===== src/rtl/core/rgbhsv_pkg.sv =====
// ----------------------------------------------------------------------------
// RGB to HSV package
// Angles, field widths and shared types of the RGB to HSV pipeline.
// ----------------------------------------------------------------------------
package rgbhsv_pkg;

  localparam int HUE_SECTOR_DEG = 60;
  localparam int HUE_GREEN_DEG  = 120;
  localparam int HUE_BLUE_DEG   = 240;
  localparam int HUE_FULL_DEG   = 360;

  localparam int HUE_OUT_W = 15;
  localparam int SAT_OUT_W = 8;
  localparam int VAL_OUT_W = 8;

  // Register stages in front of the dividers.
  localparam int PREP_STAGES = 3;

  typedef enum logic [1:0] {
    SECTOR_RED,
    SECTOR_RED_WRAP,
    SECTOR_GREEN,
    SECTOR_BLUE
  } sector_e;

  typedef struct packed {
    logic gray;
    logic black;
  } pix_flags_t;

  // Quotient width shared by both dividers, so that they have equal latency.
  function automatic int quot_width(input int chan_bits, input int frac_bits);
    int hue_w;
    hue_w = $clog2(HUE_FULL_DEG * (1 << frac_bits) + 1);
    return (hue_w > chan_bits) ? hue_w : chan_bits;
  endfunction

endpackage


===== src/rtl/core/rgbhsv_prep.sv =====
// ----------------------------------------------------------------------------
// RGB to HSV operand preparation
// Three register stages: extremes and sector, difference and scaled channel
// difference, then the dividends and divisors of hue and saturation.
// ----------------------------------------------------------------------------
module rgbhsv_prep #(
  parameter int CHANNEL_BITS  = 8,
  parameter int HUE_FRAC_BITS = 6,
  parameter int NUM_W         = 24
) (
  input  logic                        clk_i,
  input  logic                        rst_ni,
  input  logic                        valid_i,
  input  logic [CHANNEL_BITS-1:0]     red_i,
  input  logic [CHANNEL_BITS-1:0]     green_i,
  input  logic [CHANNEL_BITS-1:0]     blue_i,
  output logic                        valid_o,
  output logic [NUM_W-1:0]            hue_num_o,
  output logic [CHANNEL_BITS:0]       hue_den_o,
  output logic [NUM_W-1:0]            sat_num_o,
  output logic [CHANNEL_BITS:0]       sat_den_o,
  output logic [CHANNEL_BITS-1:0]     value_o,
  output rgbhsv_pkg::pix_flags_t      flags_o
);

  localparam int C       = CHANNEL_BITS;
  localparam int NUM60_W = C + 7;
  localparam int TOT_W   = C + 9;
  localparam int TOTS_W  = TOT_W + 1;
  localparam int NH_W    = C + HUE_FRAC_BITS + 11;
  localparam int NS_W    = 2 * C + 2;

  // Stage A: maximum, minimum, sector and signed channel difference.
  logic [C-1:0]        max_rg, min_rg, a_mx_d, a_mn_d;
  rgbhsv_pkg::sector_e a_sec_d;
  logic signed [C:0]   a_num_d;

  logic                a_valid_q;
  logic [C-1:0]        a_mx_q, a_mn_q;
  rgbhsv_pkg::sector_e a_sec_q;
  logic signed [C:0]   a_num_q;

  always_comb begin
    max_rg = (green_i > red_i) ? green_i : red_i;
    a_mx_d = (blue_i > max_rg) ? blue_i : max_rg;
    min_rg = (green_i < red_i) ? green_i : red_i;
    a_mn_d = (blue_i < min_rg) ? blue_i : min_rg;
    // Blue wins ties over green, and green over red.
    if (a_mx_d == blue_i) begin
      a_sec_d = rgbhsv_pkg::SECTOR_BLUE;
      a_num_d = $signed({1'b0, red_i}) - $signed({1'b0, green_i});
    end else if (a_mx_d == green_i) begin
      a_sec_d = rgbhsv_pkg::SECTOR_GREEN;
      a_num_d = $signed({1'b0, blue_i}) - $signed({1'b0, red_i});
    end else begin
      a_sec_d = (green_i < blue_i) ? rgbhsv_pkg::SECTOR_RED_WRAP : rgbhsv_pkg::SECTOR_RED;
      a_num_d = $signed({1'b0, green_i}) - $signed({1'b0, blue_i});
    end
  end

  always_ff @(posedge clk_i or negedge rst_ni) begin
    if (!rst_ni) begin
      a_valid_q <= 1'b0;
    end else begin
      a_valid_q <= valid_i;
    end
  end

  always_ff @(posedge clk_i) begin
    a_mx_q  <= a_mx_d;
    a_mn_q  <= a_mn_d;
    a_sec_q <= a_sec_d;
    a_num_q <= a_num_d;
  end

  // Stage B: spread and sixty times the channel difference.
  logic [C-1:0]              b_d_d;
  logic signed [NUM60_W-1:0] b_num60_d;

  logic                      b_valid_q;
  logic [C-1:0]              b_d_q, b_mx_q;
  rgbhsv_pkg::sector_e       b_sec_q;
  logic signed [NUM60_W-1:0] b_num60_q;

  assign b_d_d     = a_mx_q - a_mn_q;
  assign b_num60_d = NUM60_W'(a_num_q) * NUM60_W'(rgbhsv_pkg::HUE_SECTOR_DEG);

  always_ff @(posedge clk_i or negedge rst_ni) begin
    if (!rst_ni) begin
      b_valid_q <= 1'b0;
    end else begin
      b_valid_q <= a_valid_q;
    end
  end

  always_ff @(posedge clk_i) begin
    b_d_q     <= b_d_d;
    b_mx_q    <= a_mx_q;
    b_sec_q   <= a_sec_q;
    b_num60_q <= b_num60_d;
  end

  // Stage C: sector base added in, then the rounded-division operands.
  logic [TOT_W-1:0]         d_ext, base_d, total;
  logic signed [TOTS_W-1:0] total_s;
  logic [NH_W-1:0]          nh;
  logic [NS_W-1:0]          ns;

  logic                     c_valid_q;
  logic [NUM_W-1:0]         c_hue_num_q, c_sat_num_q;
  logic [C:0]               c_hue_den_q, c_sat_den_q;
  logic [C-1:0]             c_value_q;
  rgbhsv_pkg::pix_flags_t   c_flags_q;

  always_comb begin
    d_ext = TOT_W'(b_d_q);
    unique case (b_sec_q)
      rgbhsv_pkg::SECTOR_RED:      base_d = '0;
      rgbhsv_pkg::SECTOR_RED_WRAP: base_d = d_ext * TOT_W'(rgbhsv_pkg::HUE_FULL_DEG);
      rgbhsv_pkg::SECTOR_GREEN:    base_d = d_ext * TOT_W'(rgbhsv_pkg::HUE_GREEN_DEG);
      rgbhsv_pkg::SECTOR_BLUE:     base_d = d_ext * TOT_W'(rgbhsv_pkg::HUE_BLUE_DEG);
      default:                     base_d = '0;
    endcase
    // The sum is never negative, so its low bits are the unsigned total.
    total_s = $signed({1'b0, base_d}) + TOTS_W'(b_num60_q);
    total   = total_s[TOT_W-1:0];
    nh = (NH_W'(total) << (HUE_FRAC_BITS + 1)) + NH_W'(b_d_q);
    ns = (NS_W'(b_d_q) << (C + 1)) - (NS_W'(b_d_q) << 1) + NS_W'(b_mx_q);
  end

  always_ff @(posedge clk_i or negedge rst_ni) begin
    if (!rst_ni) begin
      c_valid_q <= 1'b0;
    end else begin
      c_valid_q <= b_valid_q;
    end
  end

  always_ff @(posedge clk_i) begin
    c_hue_num_q     <= NUM_W'(nh);
    c_hue_den_q     <= {b_d_q, 1'b0};
    c_sat_num_q     <= NUM_W'(ns);
    c_sat_den_q     <= {b_mx_q, 1'b0};
    c_value_q       <= b_mx_q;
    c_flags_q.gray  <= (b_d_q == '0);
    c_flags_q.black <= (b_mx_q == '0);
  end

  assign valid_o   = c_valid_q;
  assign hue_num_o = c_hue_num_q;
  assign hue_den_o = c_hue_den_q;
  assign sat_num_o = c_sat_num_q;
  assign sat_den_o = c_sat_den_q;
  assign value_o   = c_value_q;
  assign flags_o   = c_flags_q;

endmodule


===== src/rtl/core/rgbhsv_div.sv =====
// ----------------------------------------------------------------------------
// RGB to HSV pipelined divider
// Restoring division, one quotient bit per register stage, with a payload
// that travels alongside each beat.
// ----------------------------------------------------------------------------
module rgbhsv_div #(
  parameter int DEN_W = 9,
  parameter int QUO_W = 15,
  parameter int PAY_W = 1
) (
  input  logic                     clk_i,
  input  logic                     rst_ni,
  input  logic                     valid_i,
  input  logic [QUO_W+DEN_W-1:0]   dividend_i,
  input  logic [DEN_W-1:0]         divisor_i,
  input  logic [PAY_W-1:0]         payload_i,
  output logic                     valid_o,
  output logic [QUO_W-1:0]         quotient_o,
  output logic [PAY_W-1:0]         payload_o
);

  localparam int NUM_W = QUO_W + DEN_W;

  // The quotient is known to fit in QUO_W bits, so the top part of the
  // dividend is already below the divisor and seeds the remainder.
  logic             vld_q [QUO_W];
  logic [QUO_W-1:0] quo_q [QUO_W];
  logic [PAY_W-1:0] pay_q [QUO_W];
  logic [DEN_W-1:0] rem_q [QUO_W-1];
  logic [DEN_W-1:0] den_q [QUO_W-1];
  logic [QUO_W-1:0] low_q [QUO_W-1];

  for (genvar k = 0; k < QUO_W; k++) begin : g_stage
    logic             vld_in;
    logic [DEN_W-1:0] rem_in, den_in;
    logic [QUO_W-1:0] low_in, quo_in;
    logic [PAY_W-1:0] pay_in;
    logic [DEN_W:0]   trial;
    logic             ge;

    if (k == 0) begin : g_first
      assign vld_in = valid_i;
      assign rem_in = dividend_i[NUM_W-1:QUO_W];
      assign den_in = divisor_i;
      assign low_in = dividend_i[QUO_W-1:0];
      assign quo_in = '0;
      assign pay_in = payload_i;
    end else begin : g_next
      assign vld_in = vld_q[k-1];
      assign rem_in = rem_q[k-1];
      assign den_in = den_q[k-1];
      assign low_in = low_q[k-1];
      assign quo_in = quo_q[k-1];
      assign pay_in = pay_q[k-1];
    end

    assign trial = {rem_in, low_in[QUO_W-1]};
    assign ge    = (trial >= {1'b0, den_in});

    always_ff @(posedge clk_i or negedge rst_ni) begin
      if (!rst_ni) begin
        vld_q[k] <= 1'b0;
      end else begin
        vld_q[k] <= vld_in;
      end
    end

    always_ff @(posedge clk_i) begin
      quo_q[k] <= {quo_in[QUO_W-2:0], ge};
      pay_q[k] <= pay_in;
    end

    if (k < QUO_W - 1) begin : g_carry
      always_ff @(posedge clk_i) begin
        rem_q[k] <= ge ? DEN_W'(trial - {1'b0, den_in}) : trial[DEN_W-1:0];
        den_q[k] <= den_in;
        low_q[k] <= low_in << 1;
      end
    end
  end

  assign valid_o    = vld_q[QUO_W-1];
  assign quotient_o = quo_q[QUO_W-1];
  assign payload_o  = pay_q[QUO_W-1];

endmodule


===== src/rtl/core/rgb_to_hsv_unit.sv =====
// ----------------------------------------------------------------------------
// RGB to HSV unit
// Converts one RGB pixel per clock to hue, saturation and value.
// ----------------------------------------------------------------------------
//
//   Channel   Handshake            Ports
//   --------  -------------------  ----------------------------------------
//   pixel in  start, busy          red_i, green_i, blue_i
//   result    valid_o (strobe)     hue_o, saturation_o, value_o
//
// A beat enters in every cycle; busy stays low.
// The pipeline runs through the PREP_STAGES operand stages, then Q divider stages,
// one quotient bit each, and the output register. Q, the divider quotient width,
// is max($clog2(360 * 2**HUE_FRAC_BITS + 1), CHANNEL_BITS), 15 at the defaults.
// Reset clears every valid bit in the pipeline; the payload is not reset.
// The receiver cannot stall, so each result shows for exactly one cycle.
//
module rgb_to_hsv_unit #(
  parameter int CHANNEL_BITS  = 8,
  parameter int HUE_FRAC_BITS = 6
) (
  input  logic                              clk_i,
  input  logic                              rst_ni,
  input  logic                              start,
  output logic                              busy,
  input  logic [CHANNEL_BITS-1:0]           red_i,
  input  logic [CHANNEL_BITS-1:0]           green_i,
  input  logic [CHANNEL_BITS-1:0]           blue_i,
  output logic                              valid_o,
  output logic [rgbhsv_pkg::HUE_OUT_W-1:0]  hue_o,
  output logic [rgbhsv_pkg::SAT_OUT_W-1:0]  saturation_o,
  output logic [rgbhsv_pkg::VAL_OUT_W-1:0]  value_o
);

  localparam int C        = CHANNEL_BITS;
  localparam int QUO_W    = rgbhsv_pkg::quot_width(CHANNEL_BITS, HUE_FRAC_BITS);
  localparam int DEN_W    = C + 1;
  localparam int NUM_W    = QUO_W + DEN_W;
  localparam int HUE_TURN = rgbhsv_pkg::HUE_FULL_DEG << HUE_FRAC_BITS;
  localparam int HUE_W    = rgbhsv_pkg::HUE_OUT_W;
  localparam int SAT_W    = rgbhsv_pkg::SAT_OUT_W;
  localparam int VAL_W    = rgbhsv_pkg::VAL_OUT_W;

  logic                   accept;
  logic                   prep_valid;
  logic [NUM_W-1:0]       hue_num, sat_num;
  logic [DEN_W-1:0]       hue_den, sat_den;
  logic [C-1:0]           prep_value;
  rgbhsv_pkg::pix_flags_t prep_flags;

  assign busy   = 1'b0;
  assign accept = start & ~busy;

  rgbhsv_prep #(
    .CHANNEL_BITS  (CHANNEL_BITS),
    .HUE_FRAC_BITS (HUE_FRAC_BITS),
    .NUM_W         (NUM_W)
  ) u_prep (
    .clk_i     (clk_i),
    .rst_ni    (rst_ni),
    .valid_i   (accept),
    .red_i     (red_i),
    .green_i   (green_i),
    .blue_i    (blue_i),
    .valid_o   (prep_valid),
    .hue_num_o (hue_num),
    .hue_den_o (hue_den),
    .sat_num_o (sat_num),
    .sat_den_o (sat_den),
    .value_o   (prep_value),
    .flags_o   (prep_flags)
  );

  // The hue divider carries the value and the gray flag, the saturation
  // divider the black flag.
  logic             hue_valid, sat_valid;
  logic [QUO_W-1:0] hue_quo, sat_quo;
  logic [C:0]       hue_pay;
  logic             sat_black;

  rgbhsv_div #(
    .DEN_W (DEN_W),
    .QUO_W (QUO_W),
    .PAY_W (C + 1)
  ) u_hue_div (
    .clk_i      (clk_i),
    .rst_ni     (rst_ni),
    .valid_i    (prep_valid),
    .dividend_i (hue_num),
    .divisor_i  (hue_den),
    .payload_i  ({prep_value, prep_flags.gray}),
    .valid_o    (hue_valid),
    .quotient_o (hue_quo),
    .payload_o  (hue_pay)
  );

  rgbhsv_div #(
    .DEN_W (DEN_W),
    .QUO_W (QUO_W),
    .PAY_W (1)
  ) u_sat_div (
    .clk_i      (clk_i),
    .rst_ni     (rst_ni),
    .valid_i    (prep_valid),
    .dividend_i (sat_num),
    .divisor_i  (sat_den),
    .payload_i  (prep_flags.black),
    .valid_o    (sat_valid),
    .quotient_o (sat_quo),
    .payload_o  (sat_black)
  );

  // Output stage: a hue rounded up to a full turn wraps to zero.
  logic [QUO_W-1:0] hue_wrap;
  logic             out_valid_d, out_valid_q;
  logic [HUE_W-1:0] hue_d, hue_q;
  logic [SAT_W-1:0] sat_d, sat_q;
  logic [VAL_W-1:0] val_d, val_q;

  always_comb begin
    hue_wrap    = (hue_quo >= QUO_W'(HUE_TURN)) ? hue_quo - QUO_W'(HUE_TURN) : hue_quo;
    out_valid_d = hue_valid & sat_valid;
    hue_d       = hue_pay[0] ? '0 : HUE_W'(hue_wrap);
    sat_d       = sat_black ? '0 : SAT_W'(sat_quo);
    val_d       = VAL_W'(hue_pay[C:1]);
  end

  always_ff @(posedge clk_i or negedge rst_ni) begin
    if (!rst_ni) begin
      out_valid_q <= 1'b0;
    end else begin
      out_valid_q <= out_valid_d;
    end
  end

  always_ff @(posedge clk_i) begin
    hue_q <= hue_d;
    sat_q <= sat_d;
    val_q <= val_d;
  end

  assign valid_o      = out_valid_q;
  assign hue_o        = hue_q;
  assign saturation_o = sat_q;
  assign value_o      = val_q;

endmodule


===== config.mk =====
export PLATFORM = sky130hd
export DESIGN_NAME = rgb_to_hsv_unit
export DESIGN_NICKNAME = d
export VERILOG_FILES = /design/src/rtl/core/rgbhsv_pkg.sv /design/src/rtl/core/rgbhsv_prep.sv /design/src/rtl/core/rgbhsv_div.sv /design/src/rtl/core/rgb_to_hsv_unit.sv
export SDC_FILE = /design/constraint.sdc
export NUM_CORES = 2
export LEC_CHECK = 0
export BUFFER_PORTS_ARGS = -buffer_cell sky130_fd_sc_hd__buf_2
export CAP_MARGIN = 5
export CORE_MARGIN = 4
export CORE_UTILIZATION = 43
export CTS_CLUSTER_SIZE = 25
export DETAILED_ROUTE_END_ITERATION = 16
export GPL_TIMING_DRIVEN = 0
export HOLD_SLACK_MARGIN = 0.12
export SYNTH_ARGS = -nofsm -noshare
export SYNTH_HDL_FRONTEND = slang
export SYNTH_SLANG_ARGS = --single-unit

===== constraint.sdc =====
create_clock -name clk_i -period 7.5 [get_ports clk_i]
set_clock_uncertainty 0.2 [all_clocks]
set_input_delay 1.5 -clock clk_i [delete_from_list [all_inputs] [get_ports clk_i]]
set_output_delay 1.5 -clock clk_i [all_outputs]
set_load 0.02 [all_outputs]

==> summary.txt <==
CRITICAL PATH
----------------------------------------------------------------------------------
Startpoint-to-endpoint class of the critical path ................... primary input to flop
Critical path capture point ......................................... u_prep.a_num_q[0]$_DFF_P_
Register-to-register path setup slack ...............................      2.21 ns
Register-to-Register Path Depth .....................................           20
Category of the worst setup path capture point ......................         flop
Largest fanout of any net on the critical path ......................           10
Reg-to-Reg Start .................................................... u_prep.b_d_q[1]$_DFF_P_
Origin of the worst setup path ......................................   green_i[1]
Crit path DAT .......................................................      5.93 ns
Reg2Reg Capture Point ............................................... u_prep.hue_num_o[23]$_DFF_P_
Required time of the worst setup path ...............................      7.84 ns
Startpoint kind of the worst setup timing path ...................... primary input

SYNTHESIS
----------------------------------------------------------------------------------
FF+latch count, synth ...............................................          926
Main flop type after synthesis ......................................      dfxtp_1
Synth area leader ...................................................      dfxtp_1
Number of warnings reported in the yosys synthesis log ..............            0
Number of different library cells in the post-synthesis netlist .....           69
Post-synth ARST share ...............................................        2.05%
Post-Synthesis Cells ................................................        3,506
Net count after synthesis ...........................................        3,974
Yosys top cell area share ...........................................        49.0%
Cell area after synthesis ........................................... 0.0371 sq mm
Most frequent cell after synthesis ..................................      dfxtp_1
Number of synthesized flops with an enable pin ......................            0
Commonest cells in the synthesized netlist .......................... dfxtp_1, inv_1, ha_1, a21oi_1, nor2_1
Largest cells by area after synthesis ............................... dfxtp_1, ha_1, inv_1
Avg Inst Size Synth .................................................   10.6 sq um
Sequential fraction of the synthesis area ...........................        50.3%

ROUTING
----------------------------------------------------------------------------------
Remaining number of nets flagged by the antenna check after routing .            0
Residual DRC count ..................................................            0
1st-pass router iterations ..........................................            5
DR iter-0 viols .....................................................          880
Wire length after detailed routing ..................................    63,600 um
Routed wirelength normalized by instance count ......................      13.0 um
Via density .........................................................         4.67
Routed vias .........................................................        22.8k

GLOBAL ROUTE
----------------------------------------------------------------------------------
GR Util All Layers ..................................................        14.2%
Global-route track usage on met2 ....................................        24.5%
Largest net degree at the start of global routing ...................           20
Gr ovfl total .......................................................            0
Global Route met1 Usage .............................................        18.0%
Global-route track usage on met3 ....................................        2.16%
GR peak layer .......................................................         met2
Initial antenna violation count .....................................            0
Vias in the first global route ......................................        22.9k
Wire length of the first global-routing pass ........................   108,000 um

CELLS AND AREA
----------------------------------------------------------------------------------
Register area ....................................................... 0.0186 sq mm
Number of diodes added for antenna fixing ...........................            0
Area overhead of the layout relative to synthesis ...................        13.3%
Non-filler instance count after layout ..............................        4,887
Fill cells ..........................................................        7,803
Proportion of layout cells with a drive suffix above 1 ..............        7.61%
Net count of the finished layout ....................................        4,135
Core occupancy in the finished layout ...............................        49.3%
Area occupied by multi-input gates .................................. 0.0167 sq mm

STA
----------------------------------------------------------------------------------
Number of hold-slack violations in the final timing report ..........            0
Transition time at the pin with the least slew margin ...............     0.711 ns
RSZ-0062 raised after global routing ................................           no
Setup_tns ...........................................................         0 ns
Post-layout min period ..............................................      5.59 ns
Final critical-path share of the clock period .......................        74.6%
Worst slew margin relative to its limit .............................        52.6%
Setup-failing EPs final .............................................            0
Fmax ................................................................    0.179 GHz
Number of pins exceeding their max-slew limit in the final report ...            0

PLACED DESIGN
----------------------------------------------------------------------------------
Half-perimeter wire length of the detailed placement result .........    48,400 um
Post-Place Cells ....................................................        4,708
Count of input and output buffers ...................................           58
RePlAce Congestion ..................................................        0.845

JOB
----------------------------------------------------------------------------------
Max-cap violations ..................................................            0

DIE
----------------------------------------------------------------------------------
Initial Utilization .................................................        43.5%
Horizontal die dimension ............................................       302 um
Number of top-level design ports ....................................           60
Area of the die ..................................................... 0.0910 sq mm
Std cell rows .......................................................          107
Area of the placeable core .......................................... 0.0853 sq mm
Vert. Die Dim .......................................................       302 um

CTS
----------------------------------------------------------------------------------
Clock buffer count from CTS .........................................           91
Clk sinks ...........................................................          926
Number of setup buffers added after CTS .............................            0
Clock tree from TritonCTS ...........................................        built
CTS max path bufs ...................................................            3
Clock transition at the registers of the reported paths .............      0.06 ns
Clock network latency to the later pin of the worst-skew pair .......      0.62 ns
H-tree depth ........................................................            3
Clock tree root driver cell .........................................    clkbuf_16

OUTCOME
----------------------------------------------------------------------------------
Run status .......................................................... finished clean

HOLD PATH
----------------------------------------------------------------------------------
Path type of the worst min-delay path ............................... flop to flop

==> metal layers <==
| metal | up-vias | wire length [um] |
|---|---|---|
| met5 | - | 0 |
| met4 | 0 | 1840 |
| met3 | 124 | 2310 |
| met2 | 296 | 29700 |
| met1 | 10309 | 29700 |
| li1 | 12082 | - |
==> cells in the final DEF, fill, tap and decap left out, drive strengths merged, types with 6 or more instances in the layout <==
| master | instances |
|---|---|
| nand3 | 30 |
| bufinv | 9 |
| o21ai | 139 |
| o31ai | 33 |
| clkinvlp | 9 |
| o21bai | 8 |
| o32ai | 6 |
| nand2 | 97 |
| dfxtp | 907 |
| xnor2 | 163 |
| a211o | 9 |
| fa | 69 |
| a31oi | 8 |
| nor3 | 47 |
| xor2 | 60 |
| a21boi | 12 |
| buf | 61 |
| inv | 415 |
| mux2 | 54 |
| o211a | 8 |
| ha | 372 |
| dlygate4sd3 | 10 |
| nand4 | 60 |
| nor2b | 142 |
| a21o | 113 |
| o41ai | 7 |
| and3 | 15 |
| clkinv | 24 |
| nor2 | 205 |
| dfrtp | 19 |
| and2 | 10 |
| a21oi | 255 |
| o21a | 9 |
| clkbuf | 159 |
| nor4 | 6 |
| mux2i | 49 |
| or3 | 8 |
| nand2b | 81 |
| or2 | 10 |
==> through the flow <==
stage               worst slack (ns)  hold WS (ns)  area (sq um)
floorplan                       2.30         0.110         37100
global placement                1.25         0.110         38800
detailed placement              1.21         0.112         38800
CTS                             1.91         0.121         42000
global route                    1.61         0.126         42000
finish                          1.91         0.120         42000
==> registers in the layout (all words and copies together) (netlist names), 14 cells and up <==
| register | cells |
|---|---|
| u_hue_div.pay_q | 128 |
| u_sat_div.rem_q | 126 |
| u_hue_div.rem_q | 125 |
| u_hue_div.quo_q | 120 |
| u_sat_div.low_q | 91 |
| u_hue_div.den_q | 85 |
| u_sat_div.quo_q | 36 |
| u_hue_div.low_q | 35 |
| u_prep.sat_num_o | 17 |
| u_prep.hue_num_o | 16 |
| hue_o | 15 |
| u_sat_div.pay_q | 15 |
| u_sat_div.g_stage.vld_in | 14 |
==> worst min-delay path by stage <==
stage | startpoint | to | slack (ns) | cells after the start
after floorplan | u_prep.hue_num_o[10]$_DFF_P_ | u_hue_div.low_q[0][10]$_DFF_P_ | 0.11 | 0
after global placement | u_sat_div.low_q[7][12]$_DFF_P_ | u_sat_div.low_q[8][13]$_DFF_P_ | 0.11 | 0
after detailed placement | u_hue_div.low_q[0][40]$_DFF_P_ | u_hue_div.low_q[0][55]$_DFF_P_ | 0.11 | 0
after CTS | u_sat_div.low_q[5][6]$_DFF_P_ | u_sat_div.low_q[6][7]$_DFF_P_ | 0.12 | 0
after global routing | u_sat_div.low_q[7][9]$_DFF_P_ | u_sat_div.low_q[8][10]$_DFF_P_ | 0.13 | 0
final | u_sat_div.low_q[5][6]$_DFF_P_ | u_sat_div.low_q[6][7]$_DFF_P_ | 0.12 | 0
==> worst max-delay path: stages <==
cell and delay [ns]:
buf_2 0.20, inv_1 0.12, ha_1 0.30, nor2b_4 0.13, o31a_1 0.31, o31a_1 0.38, o21ai_0 0.33, and2_1 0.24
ha_1 0.25, nor2b_1 0.13, o21a_1 0.16, o21ai_1 0.11, a21oi_1 0.08, o22a_1 0.23, mux2i_1 0.25, buf_1 0.58
mux2_2 0.41, mux2i_1 0.20
==> cell families (layout without fill, tap and decap cells) <==
family / after synthesis / count (layout) / share of synthesized area (%)
XOR/XNOR: 223 / 223 / 5.27
adder cells (fa/ha/maj): 441 / 441 / 16.3
flip-flops: 926 / 926 / 50.3
multiplexers: 103 / 103 / 2.96
buffers and inverters: 450 / 687 / 4.59
AO/OA/AOI/OAI: 638 / 638 / 10.5
AND/OR/NAND/NOR: 724 / 724 / 10.1
other: 1 / 1 / 0.0101
==> cell type report <==
cell class / count / share of cell area (%)
sequential: 926 / 44.4
clock buffer: 124 / 6.16
inverter: 412 / 3.68
multi-input combinational: 2130 / 39.8
buffer: 38 / 0.366
timing repair buffer: 68 / 0.929
clock inverter: 45 / 1.25
tap: 1144 / 3.41
==> timing repair <==
item,in CTS,in global routing
endpoints found under the hold margin,10,0
hold buffers,10,0
endpoints found under the setup margin,0,0
gates resized for setup,0,0
Power is left out: the tool's default activity adds up to more than one toggle a clock period on the data nets, which glitch-free logic cannot reach.
